File: src/rtl/chsc_pkg.sv
// shared constants, types and tables of the horizon scanline cut
`timescale 1ns / 1ps
package chsc_pkg;

  localparam int CORDIC_STEPS = 16;
  localparam int COORD_BITS   = 11;
  localparam int STEP_W       = $clog2(CORDIC_STEPS);
  // corner offset magnitude needs 17 bits, plus shift and cordic gain growth
  localparam int XW           = 20 + COORD_BITS + 2;
  localparam int ZW           = 32;
  localparam int NW           = XW - 1 + 16;
  localparam int PW           = 50;

  localparam logic [15:0] INV_GAIN_Q16 = 16'd39797;
  localparam logic [ZW-1:0] HALF_PI_BA = 32'd1073741824;

  localparam logic [2:0] REG_FIELD_LEN  = 3'd0;
  localparam logic [2:0] REG_FIELD_WID  = 3'd1;
  localparam logic [2:0] REG_BORDER     = 3'd2;
  localparam logic [2:0] REG_CAM_HEIGHT = 3'd3;
  localparam logic [2:0] REG_IMAGE_ROWS = 3'd4;
  localparam logic [2:0] REG_TILT_GAIN  = 3'd5;

  typedef enum logic [3:0] {
    S_IDLE, S_PREP, S_VEC1, S_NORM, S_LOAD2, S_VEC2, S_TILT, S_FIN, S_EMIT
  } chsc_state_t;

  typedef struct packed {
    logic              take_pose;
    logic              take_point;
    logic              prep;
    logic              iter;
    logic [STEP_W-1:0] step;
    logic              norm;
    logic              load2;
    logic              tilt;
    logic              fin;
    logic              emit;
  } chsc_cmd_t;

  typedef struct packed {
    logic out_free;
  } chsc_stat_t;

  function automatic logic [ZW-1:0] atan_lookup(input logic [4:0] idx);
    logic [ZW-1:0] v;
    unique case (idx)
      5'd0:  v = 32'd536870912;
      5'd1:  v = 32'd316933405;
      5'd2:  v = 32'd167458907;
      5'd3:  v = 32'd85004756;
      5'd4:  v = 32'd42667331;
      5'd5:  v = 32'd21354465;
      5'd6:  v = 32'd10679838;
      5'd7:  v = 32'd5340245;
      5'd8:  v = 32'd2670163;
      5'd9:  v = 32'd1335086;
      5'd10: v = 32'd667544;
      5'd11: v = 32'd333772;
      5'd12: v = 32'd166886;
      5'd13: v = 32'd83443;
      5'd14: v = 32'd41721;
      5'd15: v = 32'd20860;
      5'd16: v = 32'd10430;
      5'd17: v = 32'd5215;
      5'd18: v = 32'd2607;
      5'd19: v = 32'd1303;
      5'd20: v = 32'd651;
      5'd21: v = 32'd325;
      5'd22: v = 32'd162;
      5'd23: v = 32'd81;
      default: v = '0;
    endcase
    return v;
  endfunction

endpackage

File: src/rtl/chsc_ctrl.sv
// sequencer for pose updates and point filtering
`timescale 1ns / 1ps
module chsc_ctrl (
  input  logic                clk,
  input  logic                rst_n,
  input  logic                in_valid,
  input  logic                in_mode,
  output logic                in_stall,
  input  chsc_pkg::chsc_stat_t stat,
  output chsc_pkg::chsc_cmd_t  cmd
);
  import chsc_pkg::*;

  chsc_state_t       state_r, state_nxt;
  logic [STEP_W-1:0] cnt_r, cnt_nxt;
  logic              last_step;

  assign last_step = (cnt_r == STEP_W'(CORDIC_STEPS - 1));

  always_ff @(posedge clk) begin
    if (!rst_n) begin
      state_r <= S_IDLE;
      cnt_r   <= '0;
    end else begin
      state_r <= state_nxt;
      cnt_r   <= cnt_nxt;
    end
  end

  always_comb begin
    state_nxt = state_r;
    cnt_nxt   = cnt_r;
    cmd       = '0;
    cmd.step  = cnt_r;
    in_stall  = 1'b1;
    unique case (state_r)
      S_IDLE: begin
        in_stall = !stat.out_free;
        if (in_valid && stat.out_free) begin
          if (in_mode) begin
            cmd.take_point = 1'b1;
          end else begin
            cmd.take_pose = 1'b1;
            state_nxt     = S_PREP;
          end
        end
      end
      S_PREP: begin
        cmd.prep  = 1'b1;
        cnt_nxt   = '0;
        state_nxt = S_VEC1;
      end
      S_VEC1: begin
        cmd.iter = 1'b1;
        cnt_nxt  = cnt_r + 1'b1;
        if (last_step) state_nxt = S_NORM;
      end
      S_NORM: begin
        cmd.norm  = 1'b1;
        state_nxt = S_LOAD2;
      end
      S_LOAD2: begin
        cmd.load2 = 1'b1;
        cnt_nxt   = '0;
        state_nxt = S_VEC2;
      end
      S_VEC2: begin
        cmd.iter = 1'b1;
        cnt_nxt  = cnt_r + 1'b1;
        if (last_step) state_nxt = S_TILT;
      end
      S_TILT: begin
        cmd.tilt  = 1'b1;
        state_nxt = S_FIN;
      end
      S_FIN: begin
        cmd.fin   = 1'b1;
        state_nxt = S_EMIT;
      end
      S_EMIT: begin
        if (stat.out_free) begin
          cmd.emit  = 1'b1;
          state_nxt = S_IDLE;
        end
      end
      default: state_nxt = S_IDLE;
    endcase
  end

endmodule

File: src/rtl/chsc_dp.sv
// datapath: registers, shared cordic stage, scaling and output item register
`timescale 1ns / 1ps
module chsc_dp (
  input  logic                 clk,
  input  logic                 rst_n,
  input  chsc_pkg::chsc_cmd_t  cmd,
  output chsc_pkg::chsc_stat_t stat,
  input  logic                 cfg_valid,
  input  logic [2:0]           cfg_index,
  input  logic [15:0]          cfg_data,
  input  logic signed [15:0]   in_robot_x,
  input  logic signed [15:0]   in_robot_y,
  input  logic signed [15:0]   in_heading,
  input  logic signed [15:0]   in_pan_angle,
  input  logic signed [15:0]   in_tilt_angle,
  input  logic [10:0]          in_point_col,
  input  logic [10:0]          in_point_row,
  output logic                 out_valid,
  input  logic                 out_stall,
  output logic                 out_kind,
  output logic [11:0]          out_horizon_out,
  output logic [10:0]          out_col,
  output logic [10:0]          out_row
);
  import chsc_pkg::*;

  logic [14:0] field_len_r, field_wid_r;
  logic [12:0] border_r;
  logic [11:0] cam_height_r, image_rows_r;
  logic [15:0] tilt_gain_r;
  logic [11:0] horizon_r;

  logic signed [15:0] rx_r, ry_r, tilt_r;
  logic               negx_r, negy_r;
  logic signed [XW-1:0] x_r, y_r;
  logic signed [ZW-1:0] z_r;
  logic [NW-1:0]        norm_r;
  logic signed [PW-1:0] prod_r;

  logic        ov_r, okind_r;
  logic [11:0] ohor_r;
  logic [10:0] ocol_r, orow_r;

  logic [15:0]          phi;
  logic                 negx, negy;
  logic signed [19:0]   cx, cy, dx, dy;
  logic [16:0]          adx, ady;
  logic signed [XW-1:0] xs, ys;
  logic [ZW-1:0]        atan_v;
  logic [ZW-2:0]        elev;
  logic signed [32:0]   sum;
  logic [PW-1:0]        am;
  logic [PW:0]          am_rnd;
  logic [17:0]          rm, rmc;
  logic [10:0]          half;
  logic [11:0]          hor_new;
  logic                 pass;

  assign stat.out_free = !ov_r || !out_stall;

  // quadrant of heading plus pan; the most negative pattern counts as +pi
  always_comb begin
    phi = in_heading + in_pan_angle;
    if (phi == 16'h8000) begin
      negx = 1'b1;
      negy = 1'b0;
    end else if (!phi[15] && phi != 16'd0) begin
      negx = (phi > 16'd16384);
      negy = 1'b0;
    end else begin
      negy = 1'b1;
      negx = ($signed(phi) <= -16'sd16384);
    end
  end

  always_comb begin
    cx  = $signed({4'd0, {1'b0, field_len_r} + {2'd0, border_r, 1'b0}});
    cy  = $signed({4'd0, {1'b0, field_wid_r} + {2'd0, border_r, 1'b0}});
    dx  = (negx_r ? -cx : cx) - ($signed({{4{rx_r[15]}}, rx_r}) <<< 1);
    dy  = (negy_r ? -cy : cy) - ($signed({{4{ry_r[15]}}, ry_r}) <<< 1);
    adx = dx[19] ? 17'(-dx) : dx[16:0];
    ady = dy[19] ? 17'(-dy) : dy[16:0];
  end

  always_comb begin
    xs     = x_r >>> cmd.step;
    ys     = y_r >>> cmd.step;
    atan_v = atan_lookup(5'(cmd.step));
  end

  // elevation clamp and tilt sum
  always_comb begin
    if (z_r[ZW-1])                elev = '0;
    else if (z_r > $signed(HALF_PI_BA)) elev = HALF_PI_BA[ZW-2:0];
    else                          elev = z_r[ZW-2:0];
    sum = $signed({2'b00, elev}) + ($signed({tilt_r[15], tilt_r, 16'd0}));
  end

  // round half away from zero, clamp to half the image
  always_comb begin
    am      = prod_r[PW-1] ? PW'(-prod_r) : prod_r;
    am_rnd  = {1'b0, am} + (PW+1)'(64'h8000_0000);
    rm      = am_rnd[PW-1:32];
    half    = image_rows_r[11:1];
    rmc     = (rm >= {7'd0, half}) ? {7'd0, half} : rm;
    hor_new = prod_r[PW-1] ? ({1'b0, half} - rmc[11:0]) : ({1'b0, half} + rmc[11:0]);
    pass    = ({1'b0, in_point_row} >= horizon_r);
  end

  always_ff @(posedge clk) begin
    if (!rst_n) begin
      field_len_r  <= 15'd9000;
      field_wid_r  <= 15'd6000;
      border_r     <= 13'd700;
      cam_height_r <= 12'd500;
      image_rows_r <= 12'd480;
      tilt_gain_r  <= 16'd3840;
      horizon_r    <= '0;
      ov_r         <= 1'b0;
    end else begin
      if (cfg_valid) begin
        unique case (cfg_index)
          REG_FIELD_LEN:  field_len_r  <= cfg_data[14:0];
          REG_FIELD_WID:  field_wid_r  <= cfg_data[14:0];
          REG_BORDER:     border_r     <= cfg_data[12:0];
          REG_CAM_HEIGHT: cam_height_r <= cfg_data[11:0];
          REG_IMAGE_ROWS: image_rows_r <= cfg_data[11:0];
          REG_TILT_GAIN:  tilt_gain_r  <= cfg_data;
          default: ;
        endcase
      end
      if (cmd.fin) horizon_r <= hor_new;
      if (cmd.emit || (cmd.take_point && pass)) ov_r <= 1'b1;
      else if (!out_stall) ov_r <= 1'b0;
    end
  end

  always_ff @(posedge clk) begin
    if (cmd.take_pose) begin
      rx_r   <= in_robot_x;
      ry_r   <= in_robot_y;
      tilt_r <= in_tilt_angle;
      negx_r <= negx;
      negy_r <= negy;
    end
    if (cmd.prep) begin
      x_r <= $signed(XW'(adx) <<< COORD_BITS);
      y_r <= $signed(XW'(ady) <<< COORD_BITS);
      z_r <= '0;
    end else if (cmd.load2) begin
      x_r <= $signed(XW'(((NW+1)'(norm_r) + (NW+1)'(32768)) >> 16));
      y_r <= $signed(XW'({cam_height_r, 1'b0}) <<< COORD_BITS);
      z_r <= '0;
    end else if (cmd.iter) begin
      if (!y_r[XW-1]) begin
        x_r <= x_r + ys;
        y_r <= y_r - xs;
        z_r <= z_r + $signed(atan_v);
      end else begin
        x_r <= x_r - ys;
        y_r <= y_r + xs;
        z_r <= z_r - $signed(atan_v);
      end
    end
    if (cmd.norm) norm_r <= NW'(x_r[XW-2:0]) * NW'(INV_GAIN_Q16);
    if (cmd.tilt) prod_r <= PW'(sum) * $signed({1'b0, tilt_gain_r});
    if (cmd.emit) begin
      okind_r <= 1'b0;
      ohor_r  <= horizon_r;
      ocol_r  <= '0;
      orow_r  <= '0;
    end else if (cmd.take_point && pass) begin
      okind_r <= 1'b1;
      ohor_r  <= horizon_r;
      ocol_r  <= in_point_col;
      orow_r  <= in_point_row;
    end
  end

  assign out_valid       = ov_r;
  assign out_kind        = okind_r;
  assign out_horizon_out = ohor_r;
  assign out_col         = ocol_r;
  assign out_row         = orow_r;

endmodule

File: src/rtl/corner_horizon_scanline_cut_unit.sv
// top level of the horizon scanline cut
// point item: result in the output register the next cycle, one per cycle while the output is not stalled
// pose item: the shared cordic stage runs both vectoring passes one iteration per cycle;
// no item taken meanwhile
// reset (synchronous, rst_n low): registers to defaults, horizon row 0, output empty
`timescale 1ns / 1ps
module corner_horizon_scanline_cut_unit (
  input  logic               clk,
  input  logic               rst_n,
  input  logic               in_valid,
  output logic               in_stall,
  input  logic               in_mode,
  input  logic signed [15:0] in_robot_x,
  input  logic signed [15:0] in_robot_y,
  input  logic signed [15:0] in_heading,
  input  logic signed [15:0] in_pan_angle,
  input  logic signed [15:0] in_tilt_angle,
  input  logic [10:0]        in_point_col,
  input  logic [10:0]        in_point_row,
  output logic               out_valid,
  input  logic               out_stall,
  output logic               out_kind,
  output logic [11:0]        out_horizon_out,
  output logic [10:0]        out_col,
  output logic [10:0]        out_row,
  input  logic               cfg_valid,
  output logic               cfg_ready,
  input  logic [2:0]         cfg_index,
  input  logic [15:0]        cfg_data
);
  import chsc_pkg::*;

  chsc_cmd_t  cmd;
  chsc_stat_t stat;

  assign cfg_ready = 1'b1;

  chsc_ctrl u_ctrl (
    .clk      (clk),
    .rst_n    (rst_n),
    .in_valid (in_valid),
    .in_mode  (in_mode),
    .in_stall (in_stall),
    .stat     (stat),
    .cmd      (cmd)
  );

  chsc_dp u_dp (
    .clk             (clk),
    .rst_n           (rst_n),
    .cmd             (cmd),
    .stat            (stat),
    .cfg_valid       (cfg_valid && cfg_ready),
    .cfg_index       (cfg_index),
    .cfg_data        (cfg_data),
    .in_robot_x      (in_robot_x),
    .in_robot_y      (in_robot_y),
    .in_heading      (in_heading),
    .in_pan_angle    (in_pan_angle),
    .in_tilt_angle   (in_tilt_angle),
    .in_point_col    (in_point_col),
    .in_point_row    (in_point_row),
    .out_valid       (out_valid),
    .out_stall       (out_stall),
    .out_kind        (out_kind),
    .out_horizon_out (out_horizon_out),
    .out_col         (out_col),
    .out_row         (out_row)
  );

endmodule

File: config.mk
export PLATFORM = sky130hd
export DESIGN_NAME = corner_horizon_scanline_cut_unit
export DESIGN_NICKNAME = d
export VERILOG_FILES = /design/src/rtl/chsc_pkg.sv /design/src/rtl/chsc_ctrl.sv /design/src/rtl/chsc_dp.sv /design/src/rtl/corner_horizon_scanline_cut_unit.sv
export SDC_FILE = /design/constraint.sdc
export NUM_CORES = 2
export LEC_CHECK = 0
export BUFFER_PORTS_ARGS = -buffer_cell sky130_fd_sc_hd__buf_2
export CAP_MARGIN = 10
export CELL_PAD_IN_SITES_DETAIL_PLACEMENT = 1
export CELL_PAD_IN_SITES_GLOBAL_PLACEMENT = 2
export CORE_MARGIN = 5
export CORE_UTILIZATION = 41
export DETAILED_ROUTE_END_ITERATION = 16
export GPL_TIMING_DRIVEN = 0
export HOLD_SLACK_MARGIN = 0.06
export PLACE_DENSITY = 0.94
export SLEW_MARGIN = 15
export SYNTH_ARGS = -nofsm -noshare
export SYNTH_HDL_FRONTEND = slang
export SYNTH_SLANG_ARGS = --single-unit
File: constraint.sdc
create_clock -name clk -period 11.8 [get_ports clk]
set_clock_uncertainty 0.05 [all_clocks]
set_input_delay 2.36 -clock clk [delete_from_list [all_inputs] [get_ports clk]]
set_output_delay 2.36 -clock clk [all_outputs]
set_load 0.1 [all_outputs]
==> flow_metrics.py <==
metrics = {
    "floorplanning": {
        "dieArea_um2": 152500,
        "io_pins": 165,
        "core_area_um2": 143800,
        "core.rowCount": 139,
        "fp.dieH_um": 390.5,
        "start_util_pct": 41.28,
        "die_x_um": 390.5,
    },
    "logic_synthesis": {
        "avgSynthCellArea_um2": 8.771,
        "syn_nets": 8178,
        "ys_warn_count": 0,
        "async_flop_share_pct": 0,
        "syn_area_um2": 59370,
        "synth_cells": 6769,
        "synth-main-ff-cell": "dfxtp_1",
        "yosys_register_bits": 399,
        "synth_cell_type_count": 98,
        "synth_edf_count": 179,
        "ys_seq_area_share_pct": 16.47,
    },
    "clock_tree": {
        "clock_path_buffers": 3,
        "tritoncts": "built",
        "postCtsHoldBufs": 0,
        "cts_buffers": 53,
        "htree_num_levels": 2,
        "cts_root_buf": "clkbuf_16",
        "clk_pin_slew_ns": 0.06,
        "clock-sinks": 399,
        "clk_latency_ns": 0.70,
    },
    "worst_setup_path": {
        "crit_family": "adder cells",
        "cp.required_ns": 12.15,
        "endpoint_kind": "flop",
        "path_max_fanout": 20,
        "cp_data_arrival_time_ns": 11.90,
        "cpMostUsedCell": "fa_1",
        "crit_buf_inv": 6,
        "critPathKind": "reg -> reg",
        "max_stage_delay_ns": 0.72,
        "crit_path_start_kind": "flop",
        "slowest_stage": "nor2_1",
    },
    "routing": {
        "drc": 0,
        "num_vias": 51000,
        "drtIter0Drc": 3889,
        "wl_per_cell_um": 23.35,
        "wl_mm": 209.2,
        "dr.pass1.iters": 5,
        "ant_nets": 0,
        "vias_per_cell": 5.692,
    },
    "placement": {
        "place.gp.congestion": 0.9513,
        "hpwl_mm": 169.9,
        "port_buffers": 162,
    },
    "timing": {
        "rsz0062_at_grt": "true",
        "slew_violations": 0,
        "min_period_ns": 11.55,
        "max_slew_margin_pct": 14.14,
        "final_hold_viol_count": 0,
        "max_freq_ghz": 0.08659,
        "finalSetupViolations": 0,
        "fin_crit_sh_pct": 97.87,
        "tightest_slew_ns": 1.288,
    },
    "grt": {
        "grt_start_max_net_pins": 34,
        "grt_pass1_vias": 54970,
        "grt.total_usage_pct": 27.31,
        "grt_antenna_before_repair": 12,
        "grt_pass1_wl_mm": 322.4,
        "gr-total-overflow": 0,
    },
    "layout": {
        "finalNetCount": 8411,
        "drive_gt1_share_pct": 6.726,
        "fill_cells": 16980,
        "final_core_util_pct": 45.17,
        "area_delta_synth_final_pct": 9.420,
    },
    "hold_path": {
        "min_path_type": "reg -> reg",
    },
    "run": {
        "max_cap_viol_count": 0,
    },
    "status": {
        "status": "finished clean",
    },
}
[Yosys cell counts (all sizes together) (56+ instances only)]
cell type	instances	area [um2]
nor3	75	385.4
a21oi	393	1986
clkbuf	220	825.8
ha	545	6819
a21o	102	765.7
and2	161	1007
nor2b	58	362.9
nand2	865	3247
mux4	65	1464
inv	1091	4095
nor2	286	1081
nand2b	59	369.1
dfxtp	220	4404
edfxtp	179	5375
o21ai	269	1354
mux2i	56	560.5
xnor2	288	2522
xor2	146	1279
nand3	170	855.8
fa	737	14750
and3	155	974.7
[per-stage QoR]
step           cells  cell area (um2)  setup TNS (ns)  hold slack [ns]  setup slack (ns)
3_3_place_gp    8834            62570          -10.62           0.3826            -1.489
2_1_floorplan   6769            59370               0           0.3582             1.566
3_5_place_dp    8846            62740          -16.53           0.3918            -1.836
5_1_grt         8951            64940         -0.3795           0.4253           -0.1338
4_1_cts         8945            64760               0           0.4013           0.01099
6_report        8960            64970               0           0.3955            0.2514
[kinds of logic after synthesis]
logic type,share of synthesized area [%]
compound gates,12.25
mux,3.802
flops,16.47
xor+xnor,6.402
buf+inv,8.678
simple gates,16.01
fa+ha+maj,36.39
other cells,0.006316
[worst reg2reg max path: cells and delay by family, from the launching register on]
family,cells,cell delay (ns)
compound gates,11,2.81
simple gates,10,2.38
xor+xnor,1,0.51
fa+ha+maj,9,4.07
buf+inv,6,0.98
flops,1,0.47
[placed cells by master, fill, tap and decap left out, types with 71 or more instances in the layout]
cell type and instances:
nor2_1 284, and2_1 161, edfxtp_1 179, inv_1 1086, buf_2 176, a21oi_1 384, nand2_1 865, xnor2_1 278
nor3_1 71, o21ai_0 259, and3_1 154, xor2_1 144, dfxtp_1 220, clkbuf_1 207, nand3_1 169, ha_1 545
a21o_1 102, fa_1 736
[metal layers]
layer / wire, um / GRT usage [%] / vias to the layer above
met2: 94230 / 44.03 / 1667
li1: - / - / 22910
met5: 23 / 0 / -
met3: 16720 / 5.347 / 352
met4: 7839 / 8.878 / 4
met1: 90390 / 37.08 / 26070
[sequential cells by signal, summed over array words and instances (netlist names), 15 cells and up]
signal and flops:
u_dp.field_wid_r 15, u_dp.tilt_gain_r 16, u_dp.z_r 32, u_dp.atan_v 30, u_dp.x_r 33, u_dp.norm_r 33, u_dp.field_len_r 15, u_dp.prod_r 50
u_dp.tilt_r 16, u_dp.ry_r 16, u_dp.rx_r 16, u_dp.y_r 33
[final timing paths]
kind,start,cells past startpoint,endpoint,slack [ns]
setup / recovery,u_dp.z_r[11]$_SDFFE_PP0N_,37,u_dp.prod_r[48]$_DFFE_PP_,0.25
hold / removal,u_dp.horizon_r[2]$_SDFFE_PN0P_,0,u_dp.out_horizon_out[2]$_DFFE_PP_,0.40
setup reg to reg,u_dp.z_r[11]$_SDFFE_PP0N_,37,u_dp.prod_r[48]$_DFFE_PP_,0.25
hold reg to reg,u_dp.horizon_r[2]$_SDFFE_PN0P_,0,u_dp.out_horizon_out[2]$_DFFE_PP_,0.40
[area by class of cell]
type | count | area, um2 | area share (%)
well taps | 1903 | 2381 | 3.665
flip-flops and latches | 399 | 9779 | 15.05
plain buffers | 259 | 1089 | 1.676
inverters | 1092 | 4099 | 6.309
diodes | 10 | 25.02 | 0.03852
clock buffers | 62 | 1444 | 2.223
repair buffers | 179 | 991.0 | 1.525
multi-input cells | 5018 | 44710 | 68.82
clock inverters | 38 | 446.7 | 0.6876
[what timing repair did]
action,CTS,global route
resized for setup,28,49
pin swaps,3,7
endpoints found under the setup margin,19,15
buffers inserted,0,5
Power is left out: the tool's default activity adds up to more than one toggle a clock period on the data nets, which glitch-free logic cannot reach.
